--- src/hw/rtl/frx_pkg.sv ---
`timescale 1ns / 1ps
`default_nettype none
// ----------------------------------------------------------------------------
// frx_pkg: shared types and constants for the flow sequence receiver
// Field widths, operation and reply codes, event codes, flow table structs.
// ----------------------------------------------------------------------------
package frx_pkg;

    // Flow table size and index width
    localparam int FLOWS  = 16;
    localparam int FLOW_W = (FLOWS > 1) ? $clog2(FLOWS) : 1;

    // Field widths
    localparam int OP_W   = 2;
    localparam int ADDR_W = 32;
    localparam int PORT_W = 16;
    localparam int KEY_W  = ADDR_W + PORT_W;
    localparam int SEQ_W  = 31;
    localparam int ROLL_W = 7;
    localparam int KIND_W = 2;
    localparam int EV_W   = 3;

    localparam logic [SEQ_W-1:0] SEQ_MAX = {SEQ_W{1'b1}};

    // Packet kinds
    localparam logic [OP_W-1:0] OP_CTRL = 2'd0;
    localparam logic [OP_W-1:0] OP_DATA = 2'd1;
    localparam logic [OP_W-1:0] OP_FIN  = 2'd2;
    localparam logic [OP_W-1:0] OP_UNK  = 2'd3;

    // Reply kinds
    localparam logic [KIND_W-1:0] RPL_NONE = 2'd0;
    localparam logic [KIND_W-1:0] RPL_ACK  = 2'd1;
    localparam logic [KIND_W-1:0] RPL_DROP = 2'd2;

    // Event codes
    localparam logic [EV_W-1:0] EV_DROP_CTRL = 3'd0;
    localparam logic [EV_W-1:0] EV_CTRL      = 3'd1;
    localparam logic [EV_W-1:0] EV_ACK_OLD   = 3'd2;
    localparam logic [EV_W-1:0] EV_DROP_DATA = 3'd3;
    localparam logic [EV_W-1:0] EV_DATA      = 3'd4;
    localparam logic [EV_W-1:0] EV_ACK_DROP  = 3'd5;
    localparam logic [EV_W-1:0] EV_FIN       = 3'd6;
    localparam logic [EV_W-1:0] EV_ERROR     = 3'd7;

    // One incoming packet
    typedef struct packed {
        logic [OP_W-1:0]   operation;
        logic [ADDR_W-1:0] client_address;
        logic [PORT_W-1:0] client_port;
        logic [SEQ_W-1:0]  sequence_number;
        logic [ROLL_W-1:0] first_roll;
        logic [ROLL_W-1:0] second_roll;
        logic              target_fault;
    } t_item;

    // One reply
    typedef struct packed {
        logic [KIND_W-1:0] reply_kind;
        logic [SEQ_W-1:0]  ack_number;
        logic              data_accepted;
        logic              start_of_file;
        logic [EV_W-1:0]   event_code;
    } t_result;

    // Flow table lookup status
    typedef struct packed {
        logic              hit;
        logic [FLOW_W-1:0] hit_idx;
        logic [SEQ_W-1:0]  expected;
        logic              free_ok;
        logic [FLOW_W-1:0] free_idx;
    } t_lookup;

    // Flow table update command
    typedef struct packed {
        logic              add;
        logic              bump;
        logic              remove;
        logic [FLOW_W-1:0] idx;
        logic [KEY_W-1:0]  key;
        logic [SEQ_W-1:0]  expected;
    } t_update;

endpackage : frx_pkg
`default_nettype wire

--- src/hw/rtl/frx_if.sv ---
`timescale 1ns / 1ps
`default_nettype none
// ----------------------------------------------------------------------------
// frx_if: valid/ready channels for packets and replies
// One interface per direction, each with source and sink modports.
// ----------------------------------------------------------------------------
interface frx_in_if
    import frx_pkg::*;
();
    logic              valid;
    logic              ready;
    logic [OP_W-1:0]   operation;
    logic [ADDR_W-1:0] client_address;
    logic [PORT_W-1:0] client_port;
    logic [SEQ_W-1:0]  sequence_number;
    logic [ROLL_W-1:0] first_roll;
    logic [ROLL_W-1:0] second_roll;
    logic              target_fault;

    modport source (
        output valid, operation, client_address, client_port, sequence_number,
               first_roll, second_roll, target_fault,
        input  ready
    );
    modport sink (
        input  valid, operation, client_address, client_port, sequence_number,
               first_roll, second_roll, target_fault,
        output ready
    );
endinterface : frx_in_if

interface frx_out_if
    import frx_pkg::*;
();
    logic              valid;
    logic              ready;
    logic [KIND_W-1:0] reply_kind;
    logic [SEQ_W-1:0]  ack_number;
    logic              data_accepted;
    logic              start_of_file;
    logic [EV_W-1:0]   event_code;

    modport source (
        output valid, reply_kind, ack_number, data_accepted, start_of_file,
               event_code,
        input  ready
    );
    modport sink (
        input  valid, reply_kind, ack_number, data_accepted, start_of_file,
               event_code,
        output ready
    );
endinterface : frx_out_if
`default_nettype wire

--- src/hw/rtl/frx_flow_table.sv ---
`timescale 1ns / 1ps
`default_nettype none
// ----------------------------------------------------------------------------
// frx_flow_table: flow table with parallel key match
// Holds key and expected sequence per slot; finds the matching slot and the
// lowest free slot combinationally and applies one update per cycle.
// ----------------------------------------------------------------------------
module frx_flow_table
    import frx_pkg::*;
(
    input  wire logic             i_clk,
    input  wire logic             i_rst_n,
    input  wire logic [KEY_W-1:0] i_key,
    input  wire t_update          i_upd,
    output t_lookup               o_lookup
);

    logic                r_valid [FLOWS];
    logic [KEY_W-1:0]    r_key   [FLOWS];
    logic [SEQ_W-1:0]    r_exp   [FLOWS];

    // Match and free-slot search, lowest index wins
    always_comb begin
        o_lookup = '0;
        for (int i = FLOWS - 1; i >= 0; i--) begin
            if (r_valid[i] && (r_key[i] == i_key)) begin
                o_lookup.hit      = 1'b1;
                o_lookup.hit_idx  = FLOW_W'(i);
                o_lookup.expected = r_exp[i];
            end
            if (!r_valid[i]) begin
                o_lookup.free_ok  = 1'b1;
                o_lookup.free_idx = FLOW_W'(i);
            end
        end
    end

    // Valid bits
    always_ff @(posedge i_clk) begin
        if (!i_rst_n) begin
            for (int i = 0; i < FLOWS; i++) r_valid[i] <= 1'b0;
        end else if (i_upd.add) begin
            r_valid[i_upd.idx] <= 1'b1;
        end else if (i_upd.remove) begin
            r_valid[i_upd.idx] <= 1'b0;
        end
    end

    // Key and expected sequence storage
    always_ff @(posedge i_clk) begin
        if (i_upd.add) begin
            r_key[i_upd.idx] <= i_upd.key;
        end
        if (i_upd.add || i_upd.bump) begin
            r_exp[i_upd.idx] <= i_upd.expected;
        end
    end

endmodule : frx_flow_table
`default_nettype wire

--- src/hw/rtl/frx_decide.sv ---
`timescale 1ns / 1ps
`default_nettype none
// ----------------------------------------------------------------------------
// frx_decide: per-packet reply decision
// Combines packet, table lookup and drop rate into the reply and the table
// update command.
// ----------------------------------------------------------------------------
module frx_decide
    import frx_pkg::*;
(
    input  wire t_item               i_item,
    input  wire t_lookup             i_lookup,
    input  wire logic [ROLL_W-1:0]   i_drop_rate,
    output t_result                  o_result,
    output t_update                  o_upd
);

    logic hit1;
    logic hit2;

    assign hit1 = i_item.first_roll  < i_drop_rate;
    assign hit2 = i_item.second_roll < i_drop_rate;

    always_comb begin
        o_result            = '0;
        o_result.reply_kind = RPL_NONE;
        o_result.event_code = EV_ERROR;
        o_upd               = '0;
        o_upd.key           = {i_item.client_address, i_item.client_port};
        o_upd.expected      = i_item.sequence_number;

        case (i_item.operation)
            // Flow registration
            OP_CTRL: begin
                if (hit1) begin
                    o_result.reply_kind = RPL_DROP;
                    o_result.event_code = EV_DROP_CTRL;
                end else if (i_item.target_fault) begin
                    o_result.event_code = EV_ERROR;
                end else if (i_lookup.hit || !i_lookup.free_ok) begin
                    o_result.reply_kind = RPL_DROP;
                    o_result.event_code = EV_DROP_CTRL;
                end else begin
                    o_upd.add = 1'b1;
                    o_upd.idx = i_lookup.free_idx;
                    if (hit2) begin
                        o_result.reply_kind = RPL_DROP;
                        o_result.event_code = EV_ACK_DROP;
                    end else begin
                        o_result.reply_kind = RPL_ACK;
                        o_result.event_code = EV_CTRL;
                    end
                end
            end
            // Data against expected sequence
            OP_DATA: begin
                if (!i_lookup.hit) begin
                    o_result.event_code = EV_DROP_DATA;
                end else if (hit1) begin
                    o_result.reply_kind = RPL_DROP;
                    o_result.event_code = EV_DROP_DATA;
                end else if (i_item.sequence_number < i_lookup.expected) begin
                    o_result.reply_kind = RPL_ACK;
                    o_result.ack_number = i_item.sequence_number;
                    o_result.event_code = EV_ACK_OLD;
                end else if (i_item.sequence_number != i_lookup.expected) begin
                    o_result.reply_kind = RPL_DROP;
                    o_result.event_code = EV_DROP_DATA;
                end else if (i_item.target_fault) begin
                    o_result.event_code = EV_ERROR;
                end else begin
                    o_result.data_accepted = 1'b1;
                    o_result.start_of_file = (i_item.sequence_number == '0);
                    // saturating advance
                    o_upd.bump     = (i_lookup.expected != SEQ_MAX);
                    o_upd.idx      = i_lookup.hit_idx;
                    o_upd.expected = i_lookup.expected + SEQ_W'(1);
                    if (hit2) begin
                        o_result.event_code = EV_ACK_DROP;
                    end else begin
                        o_result.reply_kind = RPL_ACK;
                        o_result.ack_number = i_item.sequence_number;
                        o_result.event_code = EV_DATA;
                    end
                end
            end
            // Flow removal
            OP_FIN: begin
                o_upd.remove        = i_lookup.hit;
                o_upd.idx           = i_lookup.hit_idx;
                o_result.event_code = EV_FIN;
            end
            default: begin
                o_result.event_code = EV_ERROR;
            end
        endcase
    end

endmodule : frx_decide
`default_nettype wire

--- src/hw/rtl/flow_sequence_receiver.sv ---
// Path: a packet transaction loads the input register, then the result
//   register loads and raises reply valid; a reply held by back-pressure
//   stalls stage one until it drains.
// Throughput: one packet per cycle while replies are not held by back-pressure,
//   set by the flow table match and update between the two registers.
// Reset: synchronous, active low; clears drop rate, flow valid bits and both
//   pipeline valid flags. No clearing pass; a packet can follow reset at once.
`timescale 1ns / 1ps
`default_nettype none
// ----------------------------------------------------------------------------
// flow_sequence_receiver: per-flow sequence tracking receiver
// Registers client flows, checks data sequence numbers against each flow's
// expected number and produces one reply per packet.
// ----------------------------------------------------------------------------
module flow_sequence_receiver
    import frx_pkg::*;
(
    input  wire logic              i_clk,
    input  wire logic              i_rst_n,
    input  wire logic              i_cfg_wr_en,
    input  wire logic [ROLL_W-1:0] i_cfg_wr_data,
    frx_in_if.sink                 i_pkt,
    frx_out_if.source              o_res
);

    logic [ROLL_W-1:0] r_drop_rate;
    logic              r_s1_valid;
    t_item             r_s1_item;
    logic              r_out_valid;
    t_result           r_out;

    t_item             n_item;
    t_lookup           lookup;
    t_result           n_result;
    t_update           dec_upd;
    t_update           tbl_upd;
    logic              advance;
    logic              take;

    // Drop rate register
    always_ff @(posedge i_clk) begin
        if (!i_rst_n) begin
            r_drop_rate <= '0;
        end else if (i_cfg_wr_en) begin
            r_drop_rate <= i_cfg_wr_data;
        end
    end

    // Handshake: stage one moves when the result register is free or drains
    assign advance     = r_s1_valid && (!r_out_valid || o_res.ready);
    assign i_pkt.ready = !r_s1_valid || advance;
    assign take        = i_pkt.valid && i_pkt.ready;

    assign n_item = '{operation:       i_pkt.operation,
                      client_address:  i_pkt.client_address,
                      client_port:     i_pkt.client_port,
                      sequence_number: i_pkt.sequence_number,
                      first_roll:      i_pkt.first_roll,
                      second_roll:     i_pkt.second_roll,
                      target_fault:    i_pkt.target_fault};

    // Input register
    always_ff @(posedge i_clk) begin
        if (!i_rst_n) begin
            r_s1_valid <= 1'b0;
        end else if (i_pkt.ready) begin
            r_s1_valid <= i_pkt.valid;
        end
    end

    always_ff @(posedge i_clk) begin
        if (take) begin
            r_s1_item <= n_item;
        end
    end

    frx_flow_table u_table (
        .i_clk    (i_clk),
        .i_rst_n  (i_rst_n),
        .i_key    ({r_s1_item.client_address, r_s1_item.client_port}),
        .i_upd    (tbl_upd),
        .o_lookup (lookup)
    );

    frx_decide u_decide (
        .i_item      (r_s1_item),
        .i_lookup    (lookup),
        .i_drop_rate (r_drop_rate),
        .o_result    (n_result),
        .o_upd       (dec_upd)
    );

    // Table changes only when the packet retires into the result register
    always_comb begin
        tbl_upd        = dec_upd;
        tbl_upd.add    = dec_upd.add    && advance;
        tbl_upd.bump   = dec_upd.bump   && advance;
        tbl_upd.remove = dec_upd.remove && advance;
    end

    // Result register
    always_ff @(posedge i_clk) begin
        if (!i_rst_n) begin
            r_out_valid <= 1'b0;
        end else if (advance) begin
            r_out_valid <= 1'b1;
        end else if (o_res.ready) begin
            r_out_valid <= 1'b0;
        end
    end

    always_ff @(posedge i_clk) begin
        if (advance) begin
            r_out <= n_result;
        end
    end

    assign o_res.valid         = r_out_valid;
    assign o_res.reply_kind    = r_out.reply_kind;
    assign o_res.ack_number    = r_out.ack_number;
    assign o_res.data_accepted = r_out.data_accepted;
    assign o_res.start_of_file = r_out.start_of_file;
    assign o_res.event_code    = r_out.event_code;

`ifndef SYNTHESIS
    // Accepted payload only on data-accepted events
    a_acc_event: assert property (@(posedge i_clk) disable iff (!i_rst_n)
        (r_out_valid && r_out.data_accepted) |->
            (r_out.event_code == EV_DATA || r_out.event_code == EV_ACK_DROP))
        else $error("data accepted with wrong event code");

    // Start of file implies accepted payload
    a_sof_acc: assert property (@(posedge i_clk) disable iff (!i_rst_n)
        (r_out_valid && r_out.start_of_file) |-> r_out.data_accepted)
        else $error("start of file without accepted data");

    // Non-ACK replies carry a zero number
    a_ack_zero: assert property (@(posedge i_clk) disable iff (!i_rst_n)
        (r_out_valid && r_out.reply_kind != RPL_ACK) |-> (r_out.ack_number == '0))
        else $error("ack number set on non-ACK reply");

    // Table never applies more than one of add, bump and remove in the same cycle
    a_one_update: assert property (@(posedge i_clk) disable iff (!i_rst_n)
        $countones({tbl_upd.add, tbl_upd.bump, tbl_upd.remove}) <= 1)
        else $error("conflicting flow table updates");
`endif

endmodule : flow_sequence_receiver
`default_nettype wire

--- src/flat_wrapper.sv ---
// flat-port wrapper written by rule: the top's interface ports become plain ports
module flow_sequence_receiver_flat import frx_pkg::*;
  (i_clk, i_rst_n, i_cfg_wr_en, i_cfg_wr_data, i_pkt_valid, i_pkt_operation, i_pkt_client_address, i_pkt_client_port, i_pkt_sequence_number, i_pkt_first_roll, i_pkt_second_roll, i_pkt_target_fault, i_pkt_ready, o_res_valid, o_res_reply_kind, o_res_ack_number, o_res_data_accepted, o_res_start_of_file, o_res_event_code, o_res_ready);
  frx_in_if i_pkt_i ();
  frx_out_if o_res_i ();
  input  wire logic i_clk;
  input  wire logic i_rst_n;
  input  wire logic i_cfg_wr_en;
  input  wire logic [ROLL_W-1:0] i_cfg_wr_data;
  input wire logic [$bits(i_pkt_i.valid)-1:0] i_pkt_valid;
  input wire logic [$bits(i_pkt_i.operation)-1:0] i_pkt_operation;
  input wire logic [$bits(i_pkt_i.client_address)-1:0] i_pkt_client_address;
  input wire logic [$bits(i_pkt_i.client_port)-1:0] i_pkt_client_port;
  input wire logic [$bits(i_pkt_i.sequence_number)-1:0] i_pkt_sequence_number;
  input wire logic [$bits(i_pkt_i.first_roll)-1:0] i_pkt_first_roll;
  input wire logic [$bits(i_pkt_i.second_roll)-1:0] i_pkt_second_roll;
  input wire logic [$bits(i_pkt_i.target_fault)-1:0] i_pkt_target_fault;
  output wire logic [$bits(i_pkt_i.ready)-1:0] i_pkt_ready;
  output wire logic [$bits(o_res_i.valid)-1:0] o_res_valid;
  output wire logic [$bits(o_res_i.reply_kind)-1:0] o_res_reply_kind;
  output wire logic [$bits(o_res_i.ack_number)-1:0] o_res_ack_number;
  output wire logic [$bits(o_res_i.data_accepted)-1:0] o_res_data_accepted;
  output wire logic [$bits(o_res_i.start_of_file)-1:0] o_res_start_of_file;
  output wire logic [$bits(o_res_i.event_code)-1:0] o_res_event_code;
  input wire logic [$bits(o_res_i.ready)-1:0] o_res_ready;
  assign i_pkt_i.valid = i_pkt_valid;
  assign i_pkt_i.operation = i_pkt_operation;
  assign i_pkt_i.client_address = i_pkt_client_address;
  assign i_pkt_i.client_port = i_pkt_client_port;
  assign i_pkt_i.sequence_number = i_pkt_sequence_number;
  assign i_pkt_i.first_roll = i_pkt_first_roll;
  assign i_pkt_i.second_roll = i_pkt_second_roll;
  assign i_pkt_i.target_fault = i_pkt_target_fault;
  assign i_pkt_ready = i_pkt_i.ready;
  assign o_res_valid = o_res_i.valid;
  assign o_res_reply_kind = o_res_i.reply_kind;
  assign o_res_ack_number = o_res_i.ack_number;
  assign o_res_data_accepted = o_res_i.data_accepted;
  assign o_res_start_of_file = o_res_i.start_of_file;
  assign o_res_event_code = o_res_i.event_code;
  assign o_res_i.ready = o_res_ready;
  flow_sequence_receiver u_core (.i_clk(i_clk), .i_rst_n(i_rst_n), .i_cfg_wr_en(i_cfg_wr_en), .i_cfg_wr_data(i_cfg_wr_data), .i_pkt(i_pkt_i), .o_res(o_res_i));
endmodule
--- config.mk ---
export PLATFORM = sky130hd
export DESIGN_NAME = flow_sequence_receiver_flat
export DESIGN_NICKNAME = d
export VERILOG_FILES = /design/src/hw/rtl/frx_pkg.sv /design/src/hw/rtl/frx_if.sv /design/src/hw/rtl/frx_flow_table.sv /design/src/hw/rtl/frx_decide.sv /design/src/hw/rtl/flow_sequence_receiver.sv /design/src/flat_wrapper.sv
export SDC_FILE = /design/constraint.sdc
export NUM_CORES = 2
export LEC_CHECK = 0
export ABC_CLOCK_PERIOD_IN_PS = 8600
export BUFFER_PORTS_ARGS = -buffer_cell sky130_fd_sc_hd__buf_4
export CORE_ASPECT_RATIO = 1.4
export CORE_MARGIN = 4
export CORE_UTILIZATION = 48
export CTS_BUF_LIST = sky130_fd_sc_hd__clkbuf_2
export DETAILED_ROUTE_END_ITERATION = 10
export HOLD_SLACK_MARGIN = 0.08
export PLACE_DENSITY = 0.76
export SLEW_MARGIN = 20
export SYNTH_ARGS = -nofsm -noshare
export SYNTH_HDL_FRONTEND = slang
export SYNTH_HIERARCHICAL = 1
export SYNTH_SLANG_ARGS = --single-unit
--- constraint.sdc ---
create_clock -name i_clk -period 8.6 [get_ports i_clk]
set_input_delay 1.72 -clock i_clk [delete_from_list [all_inputs] [get_ports i_clk]]
set_output_delay 1.72 -clock i_clk [all_outputs]
set_load 0.005 [all_outputs]
==> impl_summary.md <==
Critical path
The critical path is of the reg2reg type. The buffer and inverter count on the worst path is 4. The critical path goes through buf_4, buf_4, xnor2_1, nand4_1, nor4_1, nand4_1, nor2_1, or2_2, a2111oi_0, o311ai_0, o2bb2ai_1, inv_1, ha_1, nand4_2, nor3_1, nand2_1, and4b_4, a311oi_4, a22o_1, nand2_1, nor2_1, and2_2, buf_12.

STA puts the critical path data required time at 9.86 ns. STA classifies the critical path endpoint as a flop. The cell at the slowest stage of the critical path is sky130_fd_sc_hd__o311ai_0.

The kind of cell adding the most delay to the critical path is simple AND/OR/NAND/NOR gates. In this design, the stage delay of the slowest critical-path cell is 0.75 ns. In this run the worst path has a maximum fanout of 30. STA classifies the critical path startpoint as a flop.

Data on the critical path arrives at its endpoint at 9.45 ns.

Yosys
The number of warning messages in the yosys log is 6. After synthesis, the share of flip-flops with an asynchronous set or reset is 0%. In this run, distinct cell masters in the synthesized netlist total 79. The number of enable flip-flop cells after synthesis is 1398. Sequential cells were found to cover 69.0% of the synthesized design area. The most used flip-flop cell after synthesis is sky130_fd_sc_hd__edfxtp_1. In this run the biggest area consumer among cell types represents 68.2% of the synthesized area. sky130_fd_sc_hd__edfxtp_1 is the most common cell in the netlist. The mapped netlist covers 61600 um2. The synthesized netlist net count is 4332. The biggest area contributor in the post-synthesis netlist is sky130_fd_sc_hd__edfxtp_1. The synthesized area per cell is 14.7 um2.

Counting instances in the post-synthesis netlist gives the leading cell types as 1398 x sky130_fd_sc_hd__edfxtp_1, 413 x sky130_fd_sc_hd__xor2_1, 339 x sky130_fd_sc_hd__xnor2_1. In this run, synthesis produced a sequential element count of 1423. After technology mapping, the gate count stands at 4180. By area the synthesized netlist is led by sky130_fd_sc_hd__edfxtp_1 68%, sky130_fd_sc_hd__xor2_1 5.9%, sky130_fd_sc_hd__xnor2_1 4.8%.

Place
The placer congestion estimate is 0.899. The HPWL after detailed placement is 109000 um. The total of buffers placed on input and output ports is 147.

GRT
The via count of the first global-routing pass is 39093. The number of antenna violations at the first check in global routing is 4. The first global-routing pass estimated 248000 um of wire.

The leftover overflow at the end of global routing is 0. Entering global routing, the biggest net connects 66 pins. The total track usage is 24.7%.

Die
The full die area is 134000 um2. Measured along the y axis, the die boundary spans 432 um. The die extent in x is 311 um. The floorplan has 155 rows. The total core area is 127000 um2.

The top-level port count is 148. The starting utilization of the core area is 48.3%.

Power and ir drop
Across the VDD grid, the largest voltage drop is 0.000137 V. The design draws 12.6 mW. The power density over the cells is 183 nW/um2. The leakage power summed over all cells is 23.4 nW.

STA
Setup violations remaining at the end of the flow were counted as 0. The worst slew slack as a fraction of its limit is 26.5%. The period utilization is 95.2%. The setup skew after layout is 0.194 ns.

The final period demand of the worst path is 8.19 ns. At the pin with the least slew margin, the transition time is 1.10 ns. The tightest hold margin is 0.294 ns. The max-slew violation count is 0. Based on the critical path, the design can be clocked at up to 122 MHz. The final hold violation count is 0. Setup repair after global routing left no endpoint under its margin.

Clock tree
The number of clock buffers added by TritonCTS is 346. At the later pin of the worst-skew pair, clock insertion delay measures 1.69 ns. The CTS root buffer is sky130_fd_sc_hd__clkbuf_2. After clock tree synthesis, the clock-pin slew on the worst setup and hold paths is 0.11 ns.

The longest clock path from root to sink contains 4 buffers. The CTS tree is built. The H-tree was split into 5 levels.

CTS saw 1423 sinks.

Cells and area
The total area of multi-input combinational cells is 17100 um2. Counting the fill cells in the layout gives 10048. The total area of sequential cells is 42500 um2. The count of nets after finishing is 4802. The share of layout cells above drive strength 1 is 20.4%.

The area growth from synthesis to layout is 12.4%.

Drt
The number of iterations in the first detailed-routing pass is 6. Dividing the detail-routed via count by the number of cells gives 6.01. The via total after detailed routing is 39327.

After detailed routing, the average wire length per cell comes to 26.1 um. For this run, design rule violations remaining after detail routing come to 0. The final layout contains routed wiring with a total length of 171000 um.

For this block, the initial DRC count from the detailed router was 4736. The count of nets left with antenna violations after detail routing is 0.

Worst hold path
The worst hold path belongs to the class in2reg.

Run
The tool flagged a number of max-cap violations equal to 0.

Outcome
The flow ran to the end, and the final reports show no timing, DRC or antenna violations.
[layout make-up]
class	count	share of cell area, %
well taps	1648	2.98
flip-flops and latches	1423	61.4
clock buffers	476	3.44
clock inverters	113	0.843
repair buffers	430	5.65
inverters	177	0.960
diodes	6	0.0217
multi-input cells	2272	24.7
[worst register-to-register path, stage by stage (launching register included)]
cell	delay, ns
sky130_fd_sc_hd__edfxtp_1	0.39
sky130_fd_sc_hd__buf_4	0.47
sky130_fd_sc_hd__buf_4	0.34
sky130_fd_sc_hd__xnor2_1	0.17
sky130_fd_sc_hd__nand4_1	0.12
sky130_fd_sc_hd__nor4_1	0.39
sky130_fd_sc_hd__nand4_1	0.41
sky130_fd_sc_hd__nor2_1	0.26
sky130_fd_sc_hd__or2_2	0.59
sky130_fd_sc_hd__a2111oi_0	0.27
sky130_fd_sc_hd__o311ai_0	0.75
sky130_fd_sc_hd__o2bb2ai_1	0.31
sky130_fd_sc_hd__inv_1	0.09
sky130_fd_sc_hd__ha_1	0.33
sky130_fd_sc_hd__nand4_2	0.17
sky130_fd_sc_hd__nor3_1	0.23
sky130_fd_sc_hd__nand2_1	0.11
sky130_fd_sc_hd__and4b_4	0.24
sky130_fd_sc_hd__a311oi_4	0.46
sky130_fd_sc_hd__a22o_1	0.39
sky130_fd_sc_hd__nand2_1	0.27
sky130_fd_sc_hd__nor2_1	0.22
sky130_fd_sc_hd__and2_2	0.55
sky130_fd_sc_hd__buf_12	0.25
[layout by cell type (no fill, tap or decap), types with 40 or more instances in the layout]
master,synthesis,routed
sky130_fd_sc_hd__xor2_1,413,413
sky130_fd_sc_hd__nand4_1,194,194
sky130_fd_sc_hd__clkbuf_2,0,476
sky130_fd_sc_hd__nor3_1,162,152
sky130_fd_sc_hd__buf_4,56,342
sky130_fd_sc_hd__o22ai_1,43,43
sky130_fd_sc_hd__o311a_1,61,61
sky130_fd_sc_hd__and3_1,54,45
sky130_fd_sc_hd__a21oi_1,71,71
sky130_fd_sc_hd__nand2_1,92,92
sky130_fd_sc_hd__nor2_1,75,71
sky130_fd_sc_hd__nand3_1,48,48
sky130_fd_sc_hd__clkinv_1,0,84
sky130_fd_sc_hd__xnor2_1,339,339
sky130_fd_sc_hd__inv_1,176,176
sky130_fd_sc_hd__dlygate4sd3_1,0,41
sky130_fd_sc_hd__buf_12,1,46
sky130_fd_sc_hd__ha_1,44,44
sky130_fd_sc_hd__a221oi_1,53,53
sky130_fd_sc_hd__edfxtp_1,1398,1398
sky130_fd_sc_hd__o21ai_0,57,56
sky130_fd_sc_hd__a31oi_1,40,40
sky130_fd_sc_hd__nor4_1,157,147
[power breakdown]
group	internal, mW	switching, mW	total, mW
Sequential	7.65	0.0641	7.72
Clock	1.64	2.62	4.26
Combinational	0.232	0.436	0.668
Total	9.53	3.12	12.6
[stage by stage]
| stage | TNS [ns] | setup WS (ns) | instances | utilization, % | area, um2 |
|---|---|---|---|---|---|
| CTS | 0 | 0.259 | 6519 | 54.1 | 69000 |
| global placement | 0 | 0.397 | 5891 | 51.5 | 65600 |
| detailed placement | 0 | 0.387 | 5891 | 51.5 | 65600 |
| finish | 0 | 0.409 | 6545 | 54.3 | 69200 |
| global route | 0 | 0.0652 | 6544 | 54.3 | 69200 |
| floorplan | -61.85 | -0.375 | 4180 | - | 61600 |
[per-layer routing]
| metal | global-route usage [%] | routed length [um] | up-vias |
|---|---|---|---|
| met5 | 0 | 0 | - |
| met4 | 13.3 | 9820 | 0 |
| met3 | 5.30 | 14500 | 465 |
| met2 | 42.5 | 85800 | 2324 |
| met1 | 29.1 | 60500 | 19490 |
| li1 | - | - | 17048 |
[worst paths after layout]
check                           depth (start not counted)                          startpoint                                      to  slack, ns
worst max register to register                         23      u_core/r_s1_item[55]$_DFFE_PP_  u_core/u_table/r_key[13][37]$_DFFE_PP_       0.41
worst min register to register                          2  u_core/r_drop_rate[1]$_SDFFE_PN0P_      u_core/r_drop_rate[1]$_SDFFE_PN0P_       0.53
worst min-delay path                                    1            i_pkt_client_address[24]          u_core/r_s1_item[86]$_DFFE_PP_       0.29
worst max-delay path                                   23      u_core/r_s1_item[55]$_DFFE_PP_  u_core/u_table/r_key[13][37]$_DFFE_PP_       0.41
[cells by family after synthesis]
| kind of cell | share of synthesized area, % |
|---|---|
| AOI/OAI and AO/OA | 6.62 |
| and+or+nand+nor | 8.01 |
| adders and majority gates | 0.894 |
| xor gates and xnor gates | 10.7 |
| muxes | 1.20 |
| DFF | 69.0 |
| buffers and inverters | 3.60 |
[what timing repair did]
action / 4_1_cts / 5_1_grt
resized for setup: 0 / 4
hold endpoints to repair: 39 / 2
buffers inserted: 0 / 18
setup endpoints to repair: 0 / 839
hold buffers: 39 / 2
[state kept, by name (all words and copies together), names as in the netlist, 2 cells and up]
name,cells
u_core/r_s1_item,96
u_core/r_drop_rate,7
u_core/u_table/r_key,768
u_core/o_res.ack_number,31
u_core/o_res.reply_kind,2
u_core/o_res.event_code,3
u_core/u_table/r_exp,496
u_core/u_table/r_valid,16
(Power assumes the default switching activity.)
